==> config.mk <==
export PLATFORM = sky130hd
export DESIGN_NAME = sha256_hash_engine
export DESIGN_NICKNAME = d
export VERILOG_FILES = /design/src/design/sha_pkg.sv /design/src/design/sha_sched.sv /design/src/design/sha_round.sv /design/src/design/sha256_hash_engine.sv
export SDC_FILE = /design/constraint.sdc
export NUM_CORES = 2
export LEC_CHECK = 0
export ABC_AREA = 1
export ABC_CLOCK_PERIOD_IN_PS = 12350
export BUFFER_PORTS_ARGS = -buffer_cell sky130_fd_sc_hd__clkbuf_2
export CAP_MARGIN = 25
export CORE_ASPECT_RATIO = 0.7
export CORE_UTILIZATION = 40
export CTS_BUF_LIST = sky130_fd_sc_hd__clkbuf_4 sky130_fd_sc_hd__clkbuf_8
export DETAILED_ROUTE_END_ITERATION = 8
export PLACE_DENSITY = 0.61
export RECOVER_POWER = 100
export SYNTH_ARGS = -nofsm -noshare
export SYNTH_HDL_FRONTEND = slang
export SYNTH_SLANG_ARGS = --single-unit
==> constraint.sdc <==
create_clock -name clk -period 12.35 [get_ports clk]
set_input_delay 1.235 -clock clk [delete_from_list [all_inputs] [get_ports clk]]
set_output_delay 1.235 -clock clk [all_outputs]
set_load 0.1 [all_outputs]
==> src/design/sha_pkg.sv <==
// Shared types, constants and functions of the SHA-256 hash engine.
`timescale 1ns / 1ps

package sha_pkg;

    // Initial hash values
    localparam logic [31:0] H_INIT [8] = '{
        32'h6a09e667, 32'hbb67ae85, 32'h3c6ef372, 32'ha54ff53a,
        32'h510e527f, 32'h9b05688c, 32'h1f83d9ab, 32'h5be0cd19
    };

    // Padding marker byte
    localparam logic [7:0] PAD_MARKER = 8'h80;

    // First byte position that holds the bit length
    localparam logic [5:0] LEN_POS = 6'd56;

    // Last byte position and last round of a block
    localparam logic [5:0] LAST_POS   = 6'd63;
    localparam logic [5:0] LAST_ROUND = 6'd63;

    // Controls for the message schedule window
    typedef struct packed {
        logic       load;
        logic       expand;
        logic [7:0] data_byte;
    } sha_sched_ctrl_t;

    // Controls for the round unit and hash state
    typedef struct packed {
        logic       init;
        logic       step;
        logic       accum;
        logic       restart;
        logic [5:0] round_idx;
    } sha_round_ctrl_t;

    function automatic logic [31:0] rotr(input logic [31:0] x, input int n);
        rotr = (x >> n) | (x << (32 - n));
    endfunction

    function automatic logic [31:0] big_sigma0(input logic [31:0] x);
        big_sigma0 = rotr(x, 2) ^ rotr(x, 13) ^ rotr(x, 22);
    endfunction

    function automatic logic [31:0] big_sigma1(input logic [31:0] x);
        big_sigma1 = rotr(x, 6) ^ rotr(x, 11) ^ rotr(x, 25);
    endfunction

    function automatic logic [31:0] small_sigma0(input logic [31:0] x);
        small_sigma0 = rotr(x, 7) ^ rotr(x, 18) ^ (x >> 3);
    endfunction

    function automatic logic [31:0] small_sigma1(input logic [31:0] x);
        small_sigma1 = rotr(x, 17) ^ rotr(x, 19) ^ (x >> 10);
    endfunction

    // Round constant lookup
    function automatic logic [31:0] round_k(input logic [5:0] r);
        logic [31:0] k;
        unique case (r)
            6'd0:  k = 32'h428a2f98;  6'd1:  k = 32'h71374491;
            6'd2:  k = 32'hb5c0fbcf;  6'd3:  k = 32'he9b5dba5;
            6'd4:  k = 32'h3956c25b;  6'd5:  k = 32'h59f111f1;
            6'd6:  k = 32'h923f82a4;  6'd7:  k = 32'hab1c5ed5;
            6'd8:  k = 32'hd807aa98;  6'd9:  k = 32'h12835b01;
            6'd10: k = 32'h243185be;  6'd11: k = 32'h550c7dc3;
            6'd12: k = 32'h72be5d74;  6'd13: k = 32'h80deb1fe;
            6'd14: k = 32'h9bdc06a7;  6'd15: k = 32'hc19bf174;
            6'd16: k = 32'he49b69c1;  6'd17: k = 32'hefbe4786;
            6'd18: k = 32'h0fc19dc6;  6'd19: k = 32'h240ca1cc;
            6'd20: k = 32'h2de92c6f;  6'd21: k = 32'h4a7484aa;
            6'd22: k = 32'h5cb0a9dc;  6'd23: k = 32'h76f988da;
            6'd24: k = 32'h983e5152;  6'd25: k = 32'ha831c66d;
            6'd26: k = 32'hb00327c8;  6'd27: k = 32'hbf597fc7;
            6'd28: k = 32'hc6e00bf3;  6'd29: k = 32'hd5a79147;
            6'd30: k = 32'h06ca6351;  6'd31: k = 32'h14292967;
            6'd32: k = 32'h27b70a85;  6'd33: k = 32'h2e1b2138;
            6'd34: k = 32'h4d2c6dfc;  6'd35: k = 32'h53380d13;
            6'd36: k = 32'h650a7354;  6'd37: k = 32'h766a0abb;
            6'd38: k = 32'h81c2c92e;  6'd39: k = 32'h92722c85;
            6'd40: k = 32'ha2bfe8a1;  6'd41: k = 32'ha81a664b;
            6'd42: k = 32'hc24b8b70;  6'd43: k = 32'hc76c51a3;
            6'd44: k = 32'hd192e819;  6'd45: k = 32'hd6990624;
            6'd46: k = 32'hf40e3585;  6'd47: k = 32'h106aa070;
            6'd48: k = 32'h19a4c116;  6'd49: k = 32'h1e376c08;
            6'd50: k = 32'h2748774c;  6'd51: k = 32'h34b0bcb5;
            6'd52: k = 32'h391c0cb3;  6'd53: k = 32'h4ed8aa4a;
            6'd54: k = 32'h5b9cca4f;  6'd55: k = 32'h682e6ff3;
            6'd56: k = 32'h748f82ee;  6'd57: k = 32'h78a5636f;
            6'd58: k = 32'h84c87814;  6'd59: k = 32'h8cc70208;
            6'd60: k = 32'h90befffa;  6'd61: k = 32'ha4506ceb;
            6'd62: k = 32'hbef9a3f7;  6'd63: k = 32'hc67178f2;
        endcase
        round_k = k;
    endfunction

endpackage

==> src/design/sha_sched.sv <==
// Block window: byte-wise fill of the 16-word block and rolling message schedule.
`timescale 1ns / 1ps

module sha_sched (
    input  logic                     clk,
    input  sha_pkg::sha_sched_ctrl_t ctrl,
    output logic [31:0]              sched_word
);

    logic [31:0] win_reg  [16];
    logic [31:0] win_next [16];
    logic [31:0] expand_word;

    // Next schedule word from the fixed taps t-2, t-7, t-15 and t-16
    assign expand_word = sha_pkg::small_sigma1(win_reg[14]) + win_reg[9]
                       + sha_pkg::small_sigma0(win_reg[1]) + win_reg[0];

    // Current round word sits at the head of the window
    assign sched_word = win_reg[0];

    // Shift in a byte, or advance the window by one word
    always_comb
    begin
        for (int j = 0; j < 16; j++)
        begin
            win_next[j] = win_reg[j];
        end
        if (ctrl.load)
        begin
            for (int j = 0; j < 15; j++)
            begin
                win_next[j] = {win_reg[j][23:0], win_reg[j + 1][31:24]};
            end
            win_next[15] = {win_reg[15][23:0], ctrl.data_byte};
        end
        else if (ctrl.expand)
        begin
            for (int j = 0; j < 15; j++)
            begin
                win_next[j] = win_reg[j + 1];
            end
            win_next[15] = expand_word;
        end
    end

    always_ff @(posedge clk)
    begin
        for (int j = 0; j < 16; j++)
        begin
            win_reg[j] <= win_next[j];
        end
    end

endmodule

==> src/design/sha_round.sv <==
// Round unit: working variables, one compression round per cycle, and hash state.
`timescale 1ns / 1ps

module sha_round (
    input  logic                     clk,
    input  logic                     rst_n,
    input  sha_pkg::sha_round_ctrl_t ctrl,
    input  logic [31:0]              sched_word,
    input  logic [2:0]               word_idx,
    output logic [31:0]              digest_word
);

    logic [31:0] h_reg [8];
    logic [31:0] v_reg [8];
    logic [31:0] t1;
    logic [31:0] t2;
    logic [31:0] ch;
    logic [31:0] mj;

    // Round function
    assign ch = (v_reg[4] & v_reg[5]) ^ (~v_reg[4] & v_reg[6]);
    assign mj = (v_reg[0] & v_reg[1]) ^ (v_reg[0] & v_reg[2]) ^ (v_reg[1] & v_reg[2]);
    assign t1 = v_reg[7] + sha_pkg::big_sigma1(v_reg[4]) + ch
              + sha_pkg::round_k(ctrl.round_idx) + sched_word;
    assign t2 = sha_pkg::big_sigma0(v_reg[0]) + mj;

    assign digest_word = h_reg[word_idx];

    // Working variables: load from hash state, then advance one round
    always_ff @(posedge clk)
    begin
        if (ctrl.init)
        begin
            for (int j = 0; j < 8; j++)
            begin
                v_reg[j] <= h_reg[j];
            end
        end
        else if (ctrl.step)
        begin
            v_reg[7] <= v_reg[6];
            v_reg[6] <= v_reg[5];
            v_reg[5] <= v_reg[4];
            v_reg[4] <= v_reg[3] + t1;
            v_reg[3] <= v_reg[2];
            v_reg[2] <= v_reg[1];
            v_reg[1] <= v_reg[0];
            v_reg[0] <= t1 + t2;
        end
    end

    // Hash state: fold in the block result, or restart the message
    always_ff @(posedge clk or negedge rst_n)
    begin
        if (!rst_n)
        begin
            for (int j = 0; j < 8; j++)
            begin
                h_reg[j] <= sha_pkg::H_INIT[j];
            end
        end
        else if (ctrl.restart)
        begin
            for (int j = 0; j < 8; j++)
            begin
                h_reg[j] <= sha_pkg::H_INIT[j];
            end
        end
        else if (ctrl.accum)
        begin
            for (int j = 0; j < 8; j++)
            begin
                h_reg[j] <= h_reg[j] + v_reg[j];
            end
        end
    end

endmodule

==> src/design/sha256_hash_engine.sv <==
// SHA-256 hash engine top level. Bytes are taken one per cycle while idle; each 64th byte
// starts a compression. End of message: one padding byte per cycle up to the block end,
// then a compression, twice when the length no longer fits, then eight output transfers,
// one per cycle when taken at once.
// Reset loads the initial hash values and clears the byte count and sequencer; the block
// window holds no reset value and is always fully written before a compression reads it.
`timescale 1ns / 1ps

module sha256_hash_engine (
    input  logic        clk,
    input  logic        rst_n,
    input  logic        s_axis_tvalid,
    output logic        s_axis_tready,
    input  logic [7:0]  s_axis_tdata,   // [7:0] message_byte
    input  logic        s_axis_tuser,   // [0] byte_present
    input  logic        s_axis_tlast,   // end_of_message
    output logic        m_axis_tvalid,
    input  logic        m_axis_tready,
    output logic [31:0] m_axis_tdata,   // [31:0] digest_word
    output logic [2:0]  m_axis_tuser,   // [2:0] word_index
    output logic        m_axis_tlast    // last_word
);

    localparam logic [2:0] ST_IDLE  = 3'd0;
    localparam logic [2:0] ST_ROUND = 3'd1;
    localparam logic [2:0] ST_FINAL = 3'd2;
    localparam logic [2:0] ST_PAD   = 3'd3;
    localparam logic [2:0] ST_OUT   = 3'd4;

    localparam logic [2:0] LAST_WORD_IDX = 3'd7;

    logic [2:0]  state_reg,      state_next;
    logic [5:0]  round_cnt_reg,  round_cnt_next;
    logic [5:0]  fill_reg,       fill_next;
    logic [63:0] count_reg,      count_next;
    logic [63:0] len_reg,        len_next;
    logic        padding_reg,    padding_next;
    logic        pad_first_reg,  pad_first_next;
    logic        len_ok_reg,     len_ok_next;
    logic        last_block_reg, last_block_next;
    logic [2:0]  word_idx_reg,   word_idx_next;

    logic        s_fire;
    logic        m_fire;
    logic [63:0] count_inc;
    logic [31:0] sched_word;

    sha_pkg::sha_sched_ctrl_t sched_ctrl;
    sha_pkg::sha_round_ctrl_t round_ctrl;

    assign s_axis_tready = (state_reg == ST_IDLE);
    assign m_axis_tvalid = (state_reg == ST_OUT);
    assign m_axis_tuser  = word_idx_reg;
    assign m_axis_tlast  = (word_idx_reg == LAST_WORD_IDX);

    assign s_fire    = s_axis_tvalid && s_axis_tready;
    assign m_fire    = m_axis_tvalid && m_axis_tready;
    assign count_inc = count_reg + {63'd0, s_axis_tuser};

    sha_sched u_sched (
        .clk        (clk),
        .ctrl       (sched_ctrl),
        .sched_word (sched_word)
    );

    sha_round u_round (
        .clk         (clk),
        .rst_n       (rst_n),
        .ctrl        (round_ctrl),
        .sched_word  (sched_word),
        .word_idx    (word_idx_reg),
        .digest_word (m_axis_tdata)
    );

    // Block sequencer
    always_comb
    begin
        state_next       = state_reg;
        round_cnt_next   = round_cnt_reg;
        fill_next        = fill_reg;
        count_next       = count_reg;
        len_next         = len_reg;
        padding_next     = padding_reg;
        pad_first_next   = pad_first_reg;
        len_ok_next      = len_ok_reg;
        last_block_next  = last_block_reg;
        word_idx_next    = word_idx_reg;
        sched_ctrl       = '0;
        round_ctrl       = '0;
        round_ctrl.round_idx = round_cnt_reg;

        unique case (state_reg)
            ST_IDLE:
            begin
                if (s_fire)
                begin
                    // Take the byte into the window
                    if (s_axis_tuser)
                    begin
                        sched_ctrl.load      = 1'b1;
                        sched_ctrl.data_byte = s_axis_tdata;
                        fill_next            = fill_reg + 6'd1;
                        count_next           = count_inc;
                    end
                    // Latch the bit length and arm padding
                    if (s_axis_tlast)
                    begin
                        padding_next   = 1'b1;
                        pad_first_next = 1'b1;
                        len_ok_next    = 1'b0;
                        len_next       = {count_inc[60:0], 3'b000};
                    end
                    if (s_axis_tuser && (fill_reg == sha_pkg::LAST_POS))
                    begin
                        state_next      = ST_ROUND;
                        round_cnt_next  = '0;
                        last_block_next = 1'b0;
                        round_ctrl.init = 1'b1;
                    end
                    else if (s_axis_tlast)
                    begin
                        state_next = ST_PAD;
                    end
                end
            end
            ST_PAD:
            begin
                // Insert marker, zero or length byte at the current position
                sched_ctrl.load = 1'b1;
                fill_next       = fill_reg + 6'd1;
                pad_first_next  = 1'b0;
                if (pad_first_reg)
                begin
                    sched_ctrl.data_byte = sha_pkg::PAD_MARKER;
                    if (fill_reg < sha_pkg::LEN_POS)
                    begin
                        len_ok_next = 1'b1;
                    end
                end
                else if (len_ok_reg && (fill_reg >= sha_pkg::LEN_POS))
                begin
                    sched_ctrl.data_byte = len_reg[63:56];
                    len_next             = {len_reg[55:0], 8'd0};
                end
                else
                begin
                    sched_ctrl.data_byte = 8'd0;
                end
                if (fill_reg == sha_pkg::LAST_POS)
                begin
                    last_block_next = len_ok_reg;
                    len_ok_next     = 1'b1;
                    state_next      = ST_ROUND;
                    round_cnt_next  = '0;
                    round_ctrl.init = 1'b1;
                end
            end
            ST_ROUND:
            begin
                // One round per cycle over the rolling schedule
                round_ctrl.step   = 1'b1;
                sched_ctrl.expand = 1'b1;
                round_cnt_next    = round_cnt_reg + 6'd1;
                if (round_cnt_reg == sha_pkg::LAST_ROUND)
                begin
                    state_next = ST_FINAL;
                end
            end
            ST_FINAL:
            begin
                // Fold the block into the hash state and pick the next step
                round_ctrl.accum = 1'b1;
                if (!padding_reg)
                begin
                    state_next = ST_IDLE;
                end
                else if (last_block_reg)
                begin
                    state_next    = ST_OUT;
                    word_idx_next = '0;
                end
                else
                begin
                    state_next = ST_PAD;
                end
            end
            ST_OUT:
            begin
                // Hand out digest words, then restart for the next message
                if (m_fire)
                begin
                    word_idx_next = word_idx_reg + 3'd1;
                    if (word_idx_reg == LAST_WORD_IDX)
                    begin
                        round_ctrl.restart = 1'b1;
                        count_next         = '0;
                        padding_next       = 1'b0;
                        state_next         = ST_IDLE;
                    end
                end
            end
            default:
            begin
                state_next = ST_IDLE;
            end
        endcase
    end

    always_ff @(posedge clk or negedge rst_n)
    begin
        if (!rst_n)
        begin
            state_reg      <= ST_IDLE;
            round_cnt_reg  <= '0;
            fill_reg       <= '0;
            count_reg      <= '0;
            padding_reg    <= 1'b0;
            pad_first_reg  <= 1'b0;
            len_ok_reg     <= 1'b0;
            last_block_reg <= 1'b0;
            word_idx_reg   <= '0;
        end
        else
        begin
            state_reg      <= state_next;
            round_cnt_reg  <= round_cnt_next;
            fill_reg       <= fill_next;
            count_reg      <= count_next;
            padding_reg    <= padding_next;
            pad_first_reg  <= pad_first_next;
            len_ok_reg     <= len_ok_next;
            last_block_reg <= last_block_next;
            word_idx_reg   <= word_idx_next;
        end
    end

    // Length shift register carries payload only
    always_ff @(posedge clk)
    begin
        len_reg <= len_next;
    end

    // Input and output sides never open together
    assert property (@(posedge clk) disable iff (!rst_n)
        !(s_axis_tready && m_axis_tvalid))
        else $error("input and output both open");

    // A compression always starts on a full block
    assert property (@(posedge clk) disable iff (!rst_n)
        (state_reg == ST_ROUND && round_cnt_reg == 6'd0) |-> (fill_reg == 6'd0))
        else $error("compression started on a partial block");

    // The hash state is folded only after all rounds
    assert property (@(posedge clk) disable iff (!rst_n)
        (state_reg == ST_FINAL) |-> ($past(state_reg) == ST_ROUND
                                     && $past(round_cnt_reg) == sha_pkg::LAST_ROUND))
        else $error("final add without a full round pass");

    // The final digest word returns the block to a clean idle state
    assert property (@(posedge clk) disable iff (!rst_n)
        (m_fire && m_axis_tlast) |=> (s_axis_tready && count_reg == 64'd0 && !padding_reg))
        else $error("digest end did not restart the message");

    // Digest words are shown only after a final padded block
    assert property (@(posedge clk) disable iff (!rst_n)
        $rose(m_axis_tvalid) |-> (padding_reg && last_block_reg && m_axis_tuser == 3'd0))
        else $error("digest shown without a finished message");

endmodule

==> run_results.csv <==
group,metric,value,unit
min_path,whs_endpoint,"fill_reg[5]",
final_layout,layout.cells.most_common,"sky130_fd_sc_hd__nand2_1",
final_layout,layout-drive-gt1-share,0.0651,
clock_tree,cts_root_buf,"sky130_fd_sc_hd__clkbuf_8",
sta,timing.final.crit_share,0.904,
setup_path,worst_reg2reg_path_length_in_cells,14,
placed_design,hpwl,299000,µm
placed_design,port_buffers,51,
detailed_routing,totalWireLength,382000,µm
floorplanning,die_area,0.208,mm²
detailed_routing,detailedRoute.firstPassIterationCount,8,
sta,grt_setup_unrepaired,"no",
setup_path,critical_path_required,11.11,ns
sta,clock-skew-final,0.109,ns
clock_tree,post_cts_buffers,0,
setup_path,cpMostUsedCell,"sky130_fd_sc_hd__clkbuf_1",
floorplanning,fp-row-count,139,
clock_tree,max-clock-path-buffers,4,
floorplanning,die_w,545,µm
logic_synthesis,synth_nets,10900,
global_route,pin_count_of_the_biggest_net_entering_global_routing,240,
logic_synthesis,number_of_synthesized_flops_with_an_enable_pin,829,
final_layout,nets,10900,
setup_path,worst-r2r-setup-slack,1.20,ns
detailed_routing,drt-wirelength-per-cell,28.9,µm
job,maxCapViolations,38,
sta,fin_tns_setup,0,ns
setup_path,worst_path_max_delay_cell,"sky130_fd_sc_hd__clkbuf_1",
logic_synthesis,postSynthRegisterBits,1168,
setup_path,criticalPathCategory,"reg -> out",
global_route,globalRoute.totalOverflow,0,
sta,finalHoldViolCount,0,
final_layout,stdcell_count,13200,
clock_tree,clock_sink_count,1168,
detailed_routing,drt_iter0_drc,11900,
final_layout,area_delta_synth_final,8.86,%
global_route,vias_in_the_first_global_route,70300,
logic_synthesis,synth_sequential_area_ratio,0.406,
final_layout,commonest_cells_after_routing_fill_and_taps_aside,"2,299 x sky130_fd_sc_hd__nand2_1, 1,436 x sky130_fd_sc_hd__inv_1, 1,364 x sky130_fd_sc_hd__o21ai_0, 829 x sky130_fd_sc_hd__edfxtp_1, 623 x sky130_fd_sc_hd__a21oi_1",
clock_tree,post_cts_hold_buffer_count,0,
min_path,min_delay_path_depth,1,
sta,layout_min_cycle_time,11.16,ns
floorplanning,floorplan.die.height,382,µm
logic_synthesis,synthTopCellsByArea,"sky130_fd_sc_hd__edfxtp_1 30%, sky130_fd_sc_hd__nand2_1 10%, sky130_fd_sc_hd__o21ai_0 8.2%, sky130_fd_sc_hd__inv_1 6.5%, sky130_fd_sc_hd__dfrtp_1 6.1%",
setup_path,worstPathMaxFanout,47,
setup_path,worst_setup_path_end_kind,"output port",
final_layout,largest_reg_flops,512,
sta,finalMaxSlewViolations,2111,
placed_design,place.gp.congestion,1.12,
run_status,outcome,"finished with violations",
clock_tree,register_clock_pin_slew_on_the_reported_worst_setup_and_hold_paths,0.06,ns
detailed_routing,drc,0,
clock_tree,clock_latency,1.02,ns
run_status,violations,"capacitance limit, slew limit",
placed_design,place_ws,3.12,ns
clock_tree,ctsResizeCount,0,
detailed_routing,avgViaCountPerCell,5.90,
clock_tree,htree_levels,4,
sta,setup_violations_final,0,
setup_path,crit-reg2reg-launch,"m_axis_tuser[1]",
logic_synthesis,asyncSetResetFlopFracSynth,0.290,
global_route,grt_antenna_before_repair,25,
logic_synthesis,synth_area_per_cell,8.03,µm²
min_path,hp-start,"fill_reg[5]",
setup_path,critical-path-max-stage-delay,2.05,ns
logic_synthesis,synth_ff_type,"sky130_fd_sc_hd__edfxtp_1",
global_route,grt_pass1_wl,533000,µm
setup_path,worst-endpoint-arrival,9.93,ns
sta,slew_headroom,-5.01,
clock_tree,cts-buffers-inserted,202,
placed_design,numPlacedInstances,12800,
sta,max_slew.worst_pin.slew,9.02,ns
logic_synthesis,mapped_area,0.0827,mm²
sta,timing.final.ws_setup,1.19,ns
min_path,timing.hold.worst.class,"reg -> reg",
final_layout,final.fill_count,20900,
setup_path,reg2reg_to,"u_round.h_reg[198]",
setup_path,timing.critical_path.cells,"clkinvlp_2 -> clkbuf_1 -> clkbuf_1 -> o21ai_0 -> o22ai_1 -> nor2_1 -> a31oi_1 -> clkbuf_1",
clock_tree,tritoncts,"built",
logic_synthesis,yosys.area.top_type_share,0.301,
detailed_routing,detailroute.via_count,78000,
sta,max_freq,89.6,MHz
detailed_routing,postRouteAntennaNets,0,
floorplanning,effective_utilization_at_floorplan,0.403,
logic_synthesis,synth_warnings,0,
logic_synthesis,postSynthCellCount,10300,
floorplanning,boundaryPins,52,
global_route,globalRouteTotalUtil,0.357,
logic_synthesis,ys_types,68,
final_layout,final_core_utilization,0.438,
setup_path,critPathLaunchType,"register",
logic_synthesis,cell_taking_the_most_area_after_synthesis,"sky130_fd_sc_hd__edfxtp_1",
floorplanning,coreArea,0.205,mm²
Yosys cell counts, types with 23 or more instances:
library cell               instances
sky130_fd_sc_hd__a21o_1           72
sky130_fd_sc_hd__dfrtp_1         203
sky130_fd_sc_hd__nand2_1        2300
sky130_fd_sc_hd__o22ai_1         152
sky130_fd_sc_hd__o21a_1           23
sky130_fd_sc_hd__nor4_1           30
sky130_fd_sc_hd__fa_1            195
sky130_fd_sc_hd__o21ai_1          31
sky130_fd_sc_hd__clkbuf_1        345
sky130_fd_sc_hd__inv_1          1438
sky130_fd_sc_hd__o21bai_1         66
sky130_fd_sc_hd__edfxtp_1        829
sky130_fd_sc_hd__or2_2            34
sky130_fd_sc_hd__nand3_1         367
sky130_fd_sc_hd__nor3_1          132
sky130_fd_sc_hd__buf_2            32
sky130_fd_sc_hd__nor2_1          612
sky130_fd_sc_hd__ha_1            399
sky130_fd_sc_hd__a31oi_1          87
sky130_fd_sc_hd__nand4_1         101
sky130_fd_sc_hd__a221oi_1         29
sky130_fd_sc_hd__dfstp_2         136
sky130_fd_sc_hd__o21ai_0        1348
sky130_fd_sc_hd__a21oi_1         624
sky130_fd_sc_hd__buf_1            30
sky130_fd_sc_hd__xnor2_1         164
sky130_fd_sc_hd__o221ai_1         24
sky130_fd_sc_hd__xor2_1          264
sky130_fd_sc_hd__o211ai_1         34
layout make-up:
class / instances / area, µm² / share of cell area
Antenna cell: 11 / 27.5 / 0.000306
Clock buffer: 303 / 3690 / 0.0410
Clock inverter: 65 / 515 / 0.00573
Inverter: 1462 / 5520 / 0.0613
Multi-Input combinational cell: 7251 / 42000 / 0.466
Sequential cell: 1168 / 33600 / 0.373
Tap cell: 2749 / 3440 / 0.0382
Timing Repair Buffer: 201 / 1270 / 0.0141
how the worst max path moves through the flow:
| stage | start | cells after the start | end | slack [ns] |
|---|---|---|---|---|
| 6_report | m_axis_tuser[0] | 8 | m_axis_tdata[15] | 1.19 |
| 5_1_grt | state_reg[2] | 6 | u_sched.win_reg[1][163] | 1.25 |
| 4_1_cts | round_cnt_reg[1] | 37 | u_round.v_reg[0][21] | 3.12 |
| 3_5_place_dp | round_cnt_reg[1] | 37 | u_round.v_reg[0][21] | 3.12 |
| 3_3_place_gp | round_cnt_reg[1] | 37 | u_round.v_reg[0][21] | 2.99 |
| 2_1_floorplan | s_axis_tuser | 4 | u_sched.win_reg[0][0] | 3.49 |
per-stage QoR:
| step | hold slack (ns) | cell area (µm²) |
|---|---|---|
| after global routing | 0.519 | 90000 |
| final | 0.493 | 90000 |
| after CTS | 0.204 | 90000 |
| after floorplan | 0.446 | 82700 |
| after detailed placement | 0.484 | 85800 |
| after global placement | 0.463 | 85600 |
critical path: cells and delay by family, from the launching register on:
family / cells / cell delay [ns]
AND/OR/NAND/NOR: 1 / 0.25
flip-flops: 1 / 0.69
AO/OA/AOI/OAI: 3 / 1.98
buffers and inverters: 4 / 5.93
layer usage:
metal	vias to the layer above	wire, µm	GRT usage	share of wire
met1	38300	182000	0.559	0.48
met2	4603	130000	0.418	0.34
met5	-	2060	0.0430	0.0054
met4	32	8620	0.0706	0.023
met3	511	59800	0.172	0.16
li1	34600	-	-	-
cell families after synthesis:
| group | count (synthesis) | share of synthesized area |
|---|---|---|
| xor+xnor | 428 | 0.0454 |
| fa+ha+maj | 608 | 0.109 |
| buf+inv | 1880 | 0.0868 |
| mux | 1 | 0.000121 |
| simple gates | 3621 | 0.179 |
| flops | 1168 | 0.406 |
| compound gates | 2593 | 0.173 |
Power is left out: the tool's default activity adds up to more than one toggle a clock period on the data nets, which glitch-free logic cannot reach.
